## src/bpe_pkg.sv

```systemverilog
// Shared types, constants and the control store of the bi-phase packet encoder.
package bpe_pkg;

    localparam int unsigned StepW = 3;
    localparam int unsigned CntW  = 5;

    typedef logic [StepW-1:0] step_addr_t;
    typedef logic [CntW-1:0]  cnt_t;

    localparam step_addr_t STEP_WAIT   = 3'd0;
    localparam step_addr_t STEP_PRE    = 3'd1;
    localparam step_addr_t STEP_START  = 3'd2;
    localparam step_addr_t STEP_DATA   = 3'd3;
    localparam step_addr_t STEP_PARITY = 3'd4;
    localparam step_addr_t STEP_STOP   = 3'd5;

    localparam cnt_t PREAMBLE_MAX  = 5'd25;
    localparam cnt_t PREAMBLE_RST  = 5'd15;
    localparam cnt_t BITS_PER_BYTE = 5'd8;

    typedef enum logic [2:0] {
        SRC_PRE,
        SRC_ZERO,
        SRC_DATA,
        SRC_PARITY,
        SRC_ONE
    } cell_src_t;

    typedef enum logic [1:0] {
        CNT_HOLD,
        CNT_LOAD8,
        CNT_DEC
    } cnt_op_t;

    typedef enum logic [1:0] {
        BR_NEXT,
        BR_INPUT,
        BR_COUNT,
        BR_CHECK
    } branch_t;

    typedef struct packed {
        logic       emit;
        cell_src_t  src;
        cnt_op_t    cnt_op;
        branch_t    br;
        step_addr_t jump_addr;
        step_addr_t next_addr;
    } ucode_t;

    typedef struct packed {
        ucode_t word;
        logic   go;
        logic   in_fire;
    } bpe_ctrl_t;

    typedef struct packed {
        logic take_preamble;
        logic cnt_is_one;
        logic chk_pending;
        logic out_space;
    } bpe_status_t;

    function automatic ucode_t ucode_rom(input step_addr_t addr);
        ucode_t w;
        w = '{emit: 1'b0, src: SRC_ZERO, cnt_op: CNT_HOLD, br: BR_INPUT,
              jump_addr: STEP_PRE, next_addr: STEP_START};
        case (addr)
            STEP_WAIT:   w = '{emit: 1'b0, src: SRC_ZERO, cnt_op: CNT_HOLD, br: BR_INPUT,
                               jump_addr: STEP_PRE, next_addr: STEP_START};
            STEP_PRE:    w = '{emit: 1'b1, src: SRC_PRE, cnt_op: CNT_DEC, br: BR_COUNT,
                               jump_addr: STEP_PRE, next_addr: STEP_START};
            STEP_START:  w = '{emit: 1'b1, src: SRC_ZERO, cnt_op: CNT_LOAD8, br: BR_NEXT,
                               jump_addr: STEP_WAIT, next_addr: STEP_DATA};
            STEP_DATA:   w = '{emit: 1'b1, src: SRC_DATA, cnt_op: CNT_DEC, br: BR_COUNT,
                               jump_addr: STEP_DATA, next_addr: STEP_PARITY};
            STEP_PARITY: w = '{emit: 1'b1, src: SRC_PARITY, cnt_op: CNT_HOLD, br: BR_NEXT,
                               jump_addr: STEP_WAIT, next_addr: STEP_STOP};
            STEP_STOP:   w = '{emit: 1'b1, src: SRC_ONE, cnt_op: CNT_HOLD, br: BR_CHECK,
                               jump_addr: STEP_START, next_addr: STEP_WAIT};
            default:     w = '{emit: 1'b0, src: SRC_ZERO, cnt_op: CNT_HOLD, br: BR_INPUT,
                               jump_addr: STEP_PRE, next_addr: STEP_START};
        endcase
        return w;
    endfunction

endpackage

```

## src/biphase_packet_encoder.sv

```systemverilog
// Top level of the differential bi-phase packet encoder.
// Input channel (in_valid/in_ready): one packet byte per word with first and
// last marks. Output channel (out_valid/out_ready): one line cell per word,
// given as the levels of its two halves, with end-of-run and end-of-packet marks.
// Config channel (cfg_valid/cfg_ready, always ready): preamble_cells, the count
// of one-cells sent ahead of a first byte, clamped at 25.
// A byte is taken only while the sequencer sits on its wait step; it then runs
// 11 cells, plus the preamble when marked first and 11 checksum cells when
// marked last. The sequencer steps one control word per cycle while not stalled,
// so with the receiver ready one cell leaves per cycle; a plain byte is the wait
// step plus 11 cells, the first passing the step and then the output register.
// A stalled receiver holds the output register and freezes the sequencer.
// Reset sets preamble_cells to 15, line level low and checksum zero.
module biphase_packet_encoder (
    input  logic       clk,
    input  logic       rst_n,
    input  logic       cfg_valid,
    output logic       cfg_ready,
    input  logic [4:0] preamble_cells,
    input  logic       in_valid,
    output logic       in_ready,
    input  logic [7:0] data_byte,
    input  logic       first_of_packet,
    input  logic       last_of_packet,
    output logic       out_valid,
    input  logic       out_ready,
    output logic       first_half_level,
    output logic       second_half_level,
    output logic       last_of_run,
    output logic       end_of_packet
);
    import bpe_pkg::*;

    bpe_ctrl_t   ctrl;
    bpe_status_t status;

    bpe_sequencer u_seq (
        .clk      (clk),
        .rst_n    (rst_n),
        .in_valid (in_valid),
        .in_ready (in_ready),
        .status   (status),
        .ctrl     (ctrl)
    );

    bpe_datapath u_dp (
        .clk               (clk),
        .rst_n             (rst_n),
        .cfg_valid         (cfg_valid),
        .cfg_ready         (cfg_ready),
        .preamble_cells    (preamble_cells),
        .data_byte         (data_byte),
        .first_of_packet   (first_of_packet),
        .last_of_packet    (last_of_packet),
        .ctrl              (ctrl),
        .status            (status),
        .out_valid         (out_valid),
        .out_ready         (out_ready),
        .first_half_level  (first_half_level),
        .second_half_level (second_half_level),
        .last_of_run       (last_of_run),
        .end_of_packet     (end_of_packet)
    );

endmodule

```

## src/bpe_sequencer.sv

```systemverilog
// Step counter, control store lookup and branch logic of the encoder.
module bpe_sequencer (
    input  logic                clk,
    input  logic                rst_n,
    input  logic                in_valid,
    output logic                in_ready,
    input  bpe_pkg::bpe_status_t status,
    output bpe_pkg::bpe_ctrl_t   ctrl
);
    import bpe_pkg::*;

    step_addr_t step_reg;
    step_addr_t step_next;
    ucode_t     word;
    step_addr_t branch_addr;
    logic       go;

    assign word     = ucode_rom(step_reg);
    assign go       = !word.emit || status.out_space;
    assign in_ready = (word.br == BR_INPUT);

    assign ctrl.word    = word;
    assign ctrl.go      = go;
    assign ctrl.in_fire = in_valid && in_ready;

    always_comb
    begin
        unique case (word.br)
            BR_NEXT:
            begin
                branch_addr = word.next_addr;
            end
            BR_INPUT:
            begin
                if (!in_valid)
                begin
                    branch_addr = step_reg;
                end
                else if (status.take_preamble)
                begin
                    branch_addr = word.jump_addr;
                end
                else
                begin
                    branch_addr = word.next_addr;
                end
            end
            BR_COUNT:
            begin
                branch_addr = status.cnt_is_one ? word.next_addr : word.jump_addr;
            end
            BR_CHECK:
            begin
                branch_addr = status.chk_pending ? word.jump_addr : word.next_addr;
            end
            default:
            begin
                branch_addr = word.next_addr;
            end
        endcase
    end

    always_comb
    begin
        step_next = go ? branch_addr : step_reg;
    end

    always_ff @(posedge clk or negedge rst_n)
    begin
        if (!rst_n)
        begin
            step_reg <= STEP_WAIT;
        end
        else
        begin
            step_reg <= step_next;
        end
    end

    a_step_range: assert property (@(posedge clk) disable iff (!rst_n)
        step_reg <= STEP_STOP)
        else $error("step counter left the program");

endmodule

```

## src/bpe_datapath.sv

```systemverilog
// Byte shifter, parity, level, checksum, counter and output register of the encoder.
module bpe_datapath (
    input  logic                 clk,
    input  logic                 rst_n,
    input  logic                 cfg_valid,
    output logic                 cfg_ready,
    input  logic [4:0]           preamble_cells,
    input  logic [7:0]           data_byte,
    input  logic                 first_of_packet,
    input  logic                 last_of_packet,
    input  bpe_pkg::bpe_ctrl_t   ctrl,
    output bpe_pkg::bpe_status_t status,
    output logic                 out_valid,
    input  logic                 out_ready,
    output logic                 first_half_level,
    output logic                 second_half_level,
    output logic                 last_of_run,
    output logic                 end_of_packet
);
    import bpe_pkg::*;

    cnt_t       cfg_reg,  cfg_next;
    cnt_t       cnt_reg,  cnt_next;
    logic       level_reg, level_next;
    logic [7:0] chk_reg,  chk_next;
    logic       pending_reg, pending_next;
    logic       phase_reg, phase_next;
    logic [7:0] byte_reg, byte_next;
    logic       par_reg,  par_next;
    logic       ovalid_reg, ovalid_next;
    logic       ofirst_reg, ofirst_next;
    logic       osecond_reg, osecond_next;
    logic       olast_reg, olast_next;
    logic       oend_reg, oend_next;

    cnt_t       pre_eff;
    logic       emit_fire;
    logic       cell_bit;
    logic       half_a;
    logic       half_b;

    assign cfg_ready = 1'b1;
    assign pre_eff   = (cfg_reg > PREAMBLE_MAX) ? PREAMBLE_MAX : cfg_reg;
    assign emit_fire = ctrl.go && ctrl.word.emit;

    assign status.take_preamble = first_of_packet && (cfg_reg != '0);
    assign status.cnt_is_one    = (cnt_reg == cnt_t'(1));
    assign status.chk_pending   = pending_reg;
    assign status.out_space     = !ovalid_reg || out_ready;

    always_comb
    begin
        unique case (ctrl.word.src)
            SRC_ZERO:   cell_bit = 1'b0;
            SRC_DATA:   cell_bit = byte_reg[0];
            SRC_PARITY: cell_bit = ~par_reg;
            SRC_ONE:    cell_bit = 1'b1;
            SRC_PRE:    cell_bit = 1'b1;
            default:    cell_bit = 1'b0;
        endcase
        if (ctrl.word.src == SRC_PRE)
        begin
            half_a = 1'b1;
            half_b = 1'b0;
        end
        else
        begin
            half_a = ~level_reg;
            half_b = half_a ^ cell_bit;
        end
    end

    always_comb
    begin
        cfg_next     = cfg_reg;
        cnt_next     = cnt_reg;
        level_next   = level_reg;
        chk_next     = chk_reg;
        pending_next = pending_reg;
        phase_next   = phase_reg;
        byte_next    = byte_reg;
        par_next     = par_reg;
        ovalid_next  = ovalid_reg;
        ofirst_next  = ofirst_reg;
        osecond_next = osecond_reg;
        olast_next   = olast_reg;
        oend_next    = oend_reg;

        if (cfg_valid && cfg_ready)
        begin
            cfg_next = preamble_cells;
        end

        if (ctrl.in_fire)
        begin
            byte_next    = data_byte;
            cnt_next     = pre_eff;
            chk_next     = (first_of_packet ? 8'h00 : chk_reg) ^ data_byte;
            pending_next = last_of_packet;
            phase_next   = 1'b0;
            if (first_of_packet)
            begin
                level_next = 1'b0;
            end
        end

        if (emit_fire)
        begin
            unique case (ctrl.word.cnt_op)
                CNT_LOAD8: cnt_next = BITS_PER_BYTE;
                CNT_DEC:   cnt_next = cnt_reg - cnt_t'(1);
                CNT_HOLD:  cnt_next = cnt_reg;
                default:   cnt_next = cnt_reg;
            endcase
            if (ctrl.word.src != SRC_PRE)
            begin
                level_next = half_b;
            end
            if (ctrl.word.src == SRC_ZERO)
            begin
                par_next = 1'b0;
            end
            if (ctrl.word.src == SRC_DATA)
            begin
                byte_next = {1'b0, byte_reg[7:1]};
                par_next  = par_reg ^ cell_bit;
            end
            if (ctrl.word.src == SRC_ONE && pending_reg)
            begin
                byte_next    = chk_reg;
                chk_next     = 8'h00;
                pending_next = 1'b0;
                phase_next   = 1'b1;
            end
            ovalid_next  = 1'b1;
            ofirst_next  = half_a;
            osecond_next = half_b;
            olast_next   = (ctrl.word.src == SRC_ONE) && !pending_reg;
            oend_next    = (ctrl.word.src == SRC_ONE) && phase_reg;
        end
        else if (out_ready)
        begin
            ovalid_next = 1'b0;
        end
    end

    always_ff @(posedge clk or negedge rst_n)
    begin
        if (!rst_n)
        begin
            cfg_reg     <= PREAMBLE_RST;
            cnt_reg     <= '0;
            level_reg   <= 1'b0;
            chk_reg     <= 8'h00;
            pending_reg <= 1'b0;
            phase_reg   <= 1'b0;
            ovalid_reg  <= 1'b0;
        end
        else
        begin
            cfg_reg     <= cfg_next;
            cnt_reg     <= cnt_next;
            level_reg   <= level_next;
            chk_reg     <= chk_next;
            pending_reg <= pending_next;
            phase_reg   <= phase_next;
            ovalid_reg  <= ovalid_next;
        end
    end

    always_ff @(posedge clk)
    begin
        byte_reg    <= byte_next;
        par_reg     <= par_next;
        ofirst_reg  <= ofirst_next;
        osecond_reg <= osecond_next;
        olast_reg   <= olast_next;
        oend_reg    <= oend_next;
    end

    assign out_valid         = ovalid_reg;
    assign first_half_level  = ofirst_reg;
    assign second_half_level = osecond_reg;
    assign last_of_run       = olast_reg;
    assign end_of_packet     = oend_reg;

    a_cnt_live: assert property (@(posedge clk) disable iff (!rst_n)
        (ctrl.word.br == BR_COUNT) |-> (cnt_reg != '0))
        else $error("cell counter empty inside a counted loop");

    a_chk_phase: assert property (@(posedge clk) disable iff (!rst_n)
        !(pending_reg && phase_reg))
        else $error("checksum pending while checksum byte in flight");

    a_eop_run: assert property (@(posedge clk) disable iff (!rst_n)
        (ovalid_reg && oend_reg) |-> olast_reg)
        else $error("end of packet without end of run");

endmodule
```

## config.mk

```make
export PLATFORM = sky130hd
export DESIGN_NAME = biphase_packet_encoder
export DESIGN_NICKNAME = d
export VERILOG_FILES = /design/src/bpe_pkg.sv /design/src/biphase_packet_encoder.sv /design/src/bpe_sequencer.sv /design/src/bpe_datapath.sv
export SDC_FILE = /design/constraint.sdc
export NUM_CORES = 1
export LEC_CHECK = 0
export BUFFER_PORTS_ARGS = -buffer_cell sky130_fd_sc_hd__buf_4
export CORE_UTILIZATION = 60
export DETAILED_ROUTE_END_ITERATION = 6
export GPL_TIMING_DRIVEN = 0
export HOLD_SLACK_MARGIN = 0.03
export PLACE_DENSITY = 0.81
export SYNTH_ARGS = -nofsm -noshare
export SYNTH_HDL_FRONTEND = slang
export SYNTH_HIERARCHICAL = 1
export SYNTH_SLANG_ARGS = --single-unit
export TNS_END_PERCENT = 100
```

## constraint.sdc

```tcl
create_clock -name clk -period 4.58 [get_ports clk]
set_clock_uncertainty 0.1 [all_clocks]
set_input_delay 0.458 -clock clk [delete_from_list [all_inputs] [get_ports clk]]
set_output_delay 0.458 -clock clk [all_outputs]
set_load 0.01 [all_outputs]
```

* Word-level counts from Yosys, hierarchy flattened
Index checks and enable logic that the tools add are counted.
Storage, ports and cells: bits of input ports 20, output and inout port bits 7, bits in registers 38
Cells by class: reduce and logical (&&, ||, !) cells 22, $lt $le $gt $ge 1, mux-type cells 34, add/sub/neg operators 1, equal/unequal tests 17, bitwise operators 5
Operators by type and width (number):
- 14-bit one-hot mux with 5 select lines | 1
- 8-bit 2-to-1 mux | 8
- 1-bit 2-to-1 mux | 15
- 5-bit 2-to-1 mux | 3
- 3-bit by 2-bit equality test with 1-bit output, second input constant | 4
- 3-bit 2-to-1 mux | 4
- 3-bit one-hot mux with 4 select lines | 1
- 5-bit one-hot mux with 2 select lines | 1
- 3-bit equality test, second input constant | 3
- 8-bit XOR | 1
- 2-bit equality test, second input constant | 3
- 3-bit by 1-bit equality test with 1-bit output, second input constant | 2
- 1-bit logical AND | 6
- 2-bit AND reduction | 3
- 2-bit nonzero test | 3
- 5-bit by 1-bit equality test with 1-bit output, second input constant | 1
- 5-bit > comparator, second input constant | 1
- 5-bit nonzero test | 1
- 5-bit by 1-bit subtractor with 5-bit output, second input constant | 1
- 2-bit by 1-bit equality test with 1-bit output, second input constant | 2
- 1-bit logical NOT | 3
- 3-bit logical NOT | 1
- 3-bit inequality test, second input constant | 1
- 1-bit one-hot mux with 3 select lines | 1
- 7 further kinds | 10

* Logic depth before layout (Yosys ltp)
depth after elaboration 9, mapped depth 11, depth with buffers taken out 7

* Cells and area by module
The synthesis kept the hierarchy.
By module, submodules not included:
- bpe_datapath | times used 1, cells an instance 189, sequential area each 865.8 sq um, area an instance 1876.8 sq um
- bpe_sequencer | times used 1, cells an instance 50, sequential area each 75.1 sq um, area an instance 395.4 sq um

* Least setup slack after synthesis
No wires, ideal clock.
kind register to register, from register u_seq.step_reg[1], to register u_dp.cnt_reg[3], stages on the path, launching flop included 10, path slack 2.362 ns, data arrival time 1.997 ns, buffers on the path 2, required time 4.359 ns, cell sequence dfrtp_1 buf_6 and2_2 or3_2 buf_4 nand2_1 inv_2 mux2i_4 a21oi_1 o22a_1
On the way: word-level cells in the longest chain between the ends 7, elaborated cells on any way between the ends 18
RTL lines:
- from (decl) | RTL line bpe_sequencer.sv:12 | step_addr_t step_reg;
- from (signal assigned) | RTL line bpe_sequencer.sv:76 | step_reg <= step_next;
- 3-bit equality test (tied with other cells) | RTL line bpe_pkg.sv:68 | case (addr)
- 14-bit one-hot mux with 5 select lines (*) | RTL line bpe_pkg.sv:68
- 1-bit logical NOT (*) | RTL line bpe_sequencer.sv:19 | assign go = !word.emit || status.out_space;
- 1-bit logical OR (*) | RTL line bpe_sequencer.sv:19
- named net u_seq.go | RTL line bpe_sequencer.sv:16 | logic go;
- 1-bit logical AND (*) | RTL line bpe_datapath.sv:44 | assign emit_fire = ctrl.go && ctrl.word.emit;
- named net u_dp.emit_fire | RTL line bpe_datapath.sv:37 | logic emit_fire;
- 3-bit inequality test (no line) / 2-bit nonzero test (equally long branches)
- 2-bit AND reduction (no line)
- to (signal assigned) | RTL line bpe_datapath.sv:162 | cnt_reg <= cnt_next;
- to (decl) | RTL line bpe_datapath.sv:23 | cnt_t cnt_reg, cnt_next;
The timed path passes the listed nets; every way through them passes the cells marked *. A chain may end at the register's enable or synchronous reset.

* Worst setup path after layout
Ends and elaborated chain as after synthesis.

==> results.cfg <==
[timing]
setup_violations = 0
max_freq_mhz = 399.7
hold_viol = 0
slew_headroom = 0.6453
rsz0062_at_grt = false
fin_tns_setup_ns = 0
maxSlewViolCount = 0
tightest_slew_ns = 0.5320
min_period_over_period = 0.5462
finalCriticalPeriod_ns = 2.502

[setup_path]
cp_data_arrival_time_ns = 2.58
critPathMaxFanout = 11
startpoint_type = flip-flop
worstPathRequired_ns = 4.66
cp_num_buf_inv = 3
critical_path_class = flip-flop to flip-flop
endpoint_kind = flip-flop
slowest_stage = or3_2
crit_chain = buf_6 -> and2_2 -> or3_2 -> buf_4 -> nand2_1 -> inv_2 -> mux2i_4 -> a21oi_1 -> o22a_1
slowest_delay_ns = 0.45
path_delay_family = simple AND/OR/NAND/NOR gates

[global_route]
grt_use_total = 0.2551
grt-ovfl-total = 0
grt_max_degree = 26
grt_first_pass_wirelength_um = 7921
grt_pass1_vias = 1778
antenna_found_initial = 0

[clocking]
htreeDepth = 2
clk_pin_slew_ns = 0.07
clk_latency_ns = 0.29
cts_buffer_depth = 2
cts_buffers = 5
numClockSinks = 38
cts_tree = built
root_buffer = clkbuf_8

[min_path]
min_path_type = primary input to flip-flop

[detailed_routing]
vias = 1829
via_per_inst = 5.900
wl_per_cell_um = 15.05
wirelength_um = 4665
drt_first_pass_iters = 4
ant_nets = 0
drt_iter0_drc = 155
drc = 0

[logic_synthesis]
synth.cell_area_um2 = 2227
synthCells = 230
syn-num-nets = 252
synth.yosys.warnings = 6
avgSynthCellArea_um2 = 9.683

[floorplan]
initial_core_util = 0.6470
die_h_um = 62.93
die_w_um = 62.93
pin_count = 27
dieArea_um2 = 3960
num_rows = 21
core-area_um2 = 3442

[layout]
fin_cells = 310
antennaDiodeCount = 0
fill_cells = 276
layout-drive-gt1-share = 0.2879
syn_to_final_growth_pct = 16.69
fin_nets = 285

[power_and_ir_drop]
ir_drop_v = 0.0003485
p_leak_nw = 1.158
totalPowerFinal_mw = 1.785
powerDensity_nw_per_um2 = 686.9

[place]
placed_cells = 301
dp_hpwl_um = 3326
gp_congestion = 0.8268
port_buffers = 25

[run]
cap_violations = 0

[run_status]
status = finished clean
## per-layer routing
layer	global-route usage	wire (um)	vias to the layer above
met5	0	0	-
met4	0.1017	36	0
met3	0.04927	257	4
met2	0.4099	2224	60
met1	0.3353	2147	875
li1	-	-	890
## where the power goes
group	internal, mW	switching, mW
clock network	0.178	0.115
registers	0.490	0.0887
logic	0.423	0.490
total	1.09	0.694
## worst register-to-register path: cells and delay by family (launching register included)
family,cells,cell delay [ns]
buffers and inverters,3,0.46
flip-flops,1,0.38
multiplexers,1,0.33
AND/OR/NAND/NOR,3,0.85
AO/OA/AOI/OAI,2,0.29
## cell usage in the layout (no fill, tap or decap), types with 8 or more instances in the layout
| cell | count |
|---|---|
| a32oi_1 | 9 |
| buf_4 | 30 |
| o21ai_0 | 15 |
| mux2_2 | 12 |
| nand2_1 | 16 |
| dfrtp_1 | 21 |
| dfxtp_1 | 8 |
| inv_1 | 11 |
| nand2b_1 | 10 |
| nor2_1 | 18 |
| mux2i_1 | 10 |
| a21oi_1 | 10 |
## final cells by class
| class | instances | area, um^2 | share of cell area |
|---|---|---|---|
| buffer | 18 | 130.1 | 0.05007 |
| clock buffer | 7 | 86.33 | 0.03322 |
| clock inverter | 1 | 30.03 | 0.01156 |
| inverter | 12 | 45.04 | 0.01733 |
| multi-input combinational | 162 | 1111 | 0.4275 |
| sequential | 38 | 940.9 | 0.3621 |
| tap | 46 | 57.56 | 0.02215 |
| timing repair buffer | 26 | 197.7 | 0.07607 |
## per-stage QoR
step | hold WS [ns] | setup slack (ns) | area, um^2 | utilization
after floorplan | 0.06241 | 2.369 | 2227 | -
final | 0.3027 | 2.078 | 2599 | 0.7550
after global placement | 0.2806 | 2.051 | 2472 | 0.7183
after global routing | 0.3015 | 1.982 | 2599 | 0.7550
after CTS | 0.2973 | 2.095 | 2599 | 0.7550
after detailed placement | 0.2842 | 2.026 | 2472 | 0.7183
## path summary, 6_finish.rpt
| path | startpoint | depth (start not counted) | end | slack, ns |
|---|---|---|---|---|
| setup / recovery | u_seq/step_reg[1] | 9 | u_dp/cnt_reg[3] | 2.08 |
| hold / removal | preamble_cells[1] | 2 | u_dp/cfg_reg[1] | 0.30 |
| setup reg to reg | u_seq/step_reg[1] | 9 | u_dp/cnt_reg[3] | 2.08 |
| hold reg to reg | u_dp/chk_reg[4] | 2 | u_dp/byte_reg[4] | 0.42 |
| max in group asynchronous | rst_n | 2 | u_dp/cfg_reg[0] | 3.57 |
| min in group asynchronous | rst_n | 2 | u_dp/phase_reg | 0.51 |
## what timing repair did
action,4_1_cts,5_1_grt
resized for setup,0,0
hold buffers,1,0
endpoints found under the hold margin,21,0
setup buffers,0,0
No activity file was read; power rests on OpenSTA's default activity.
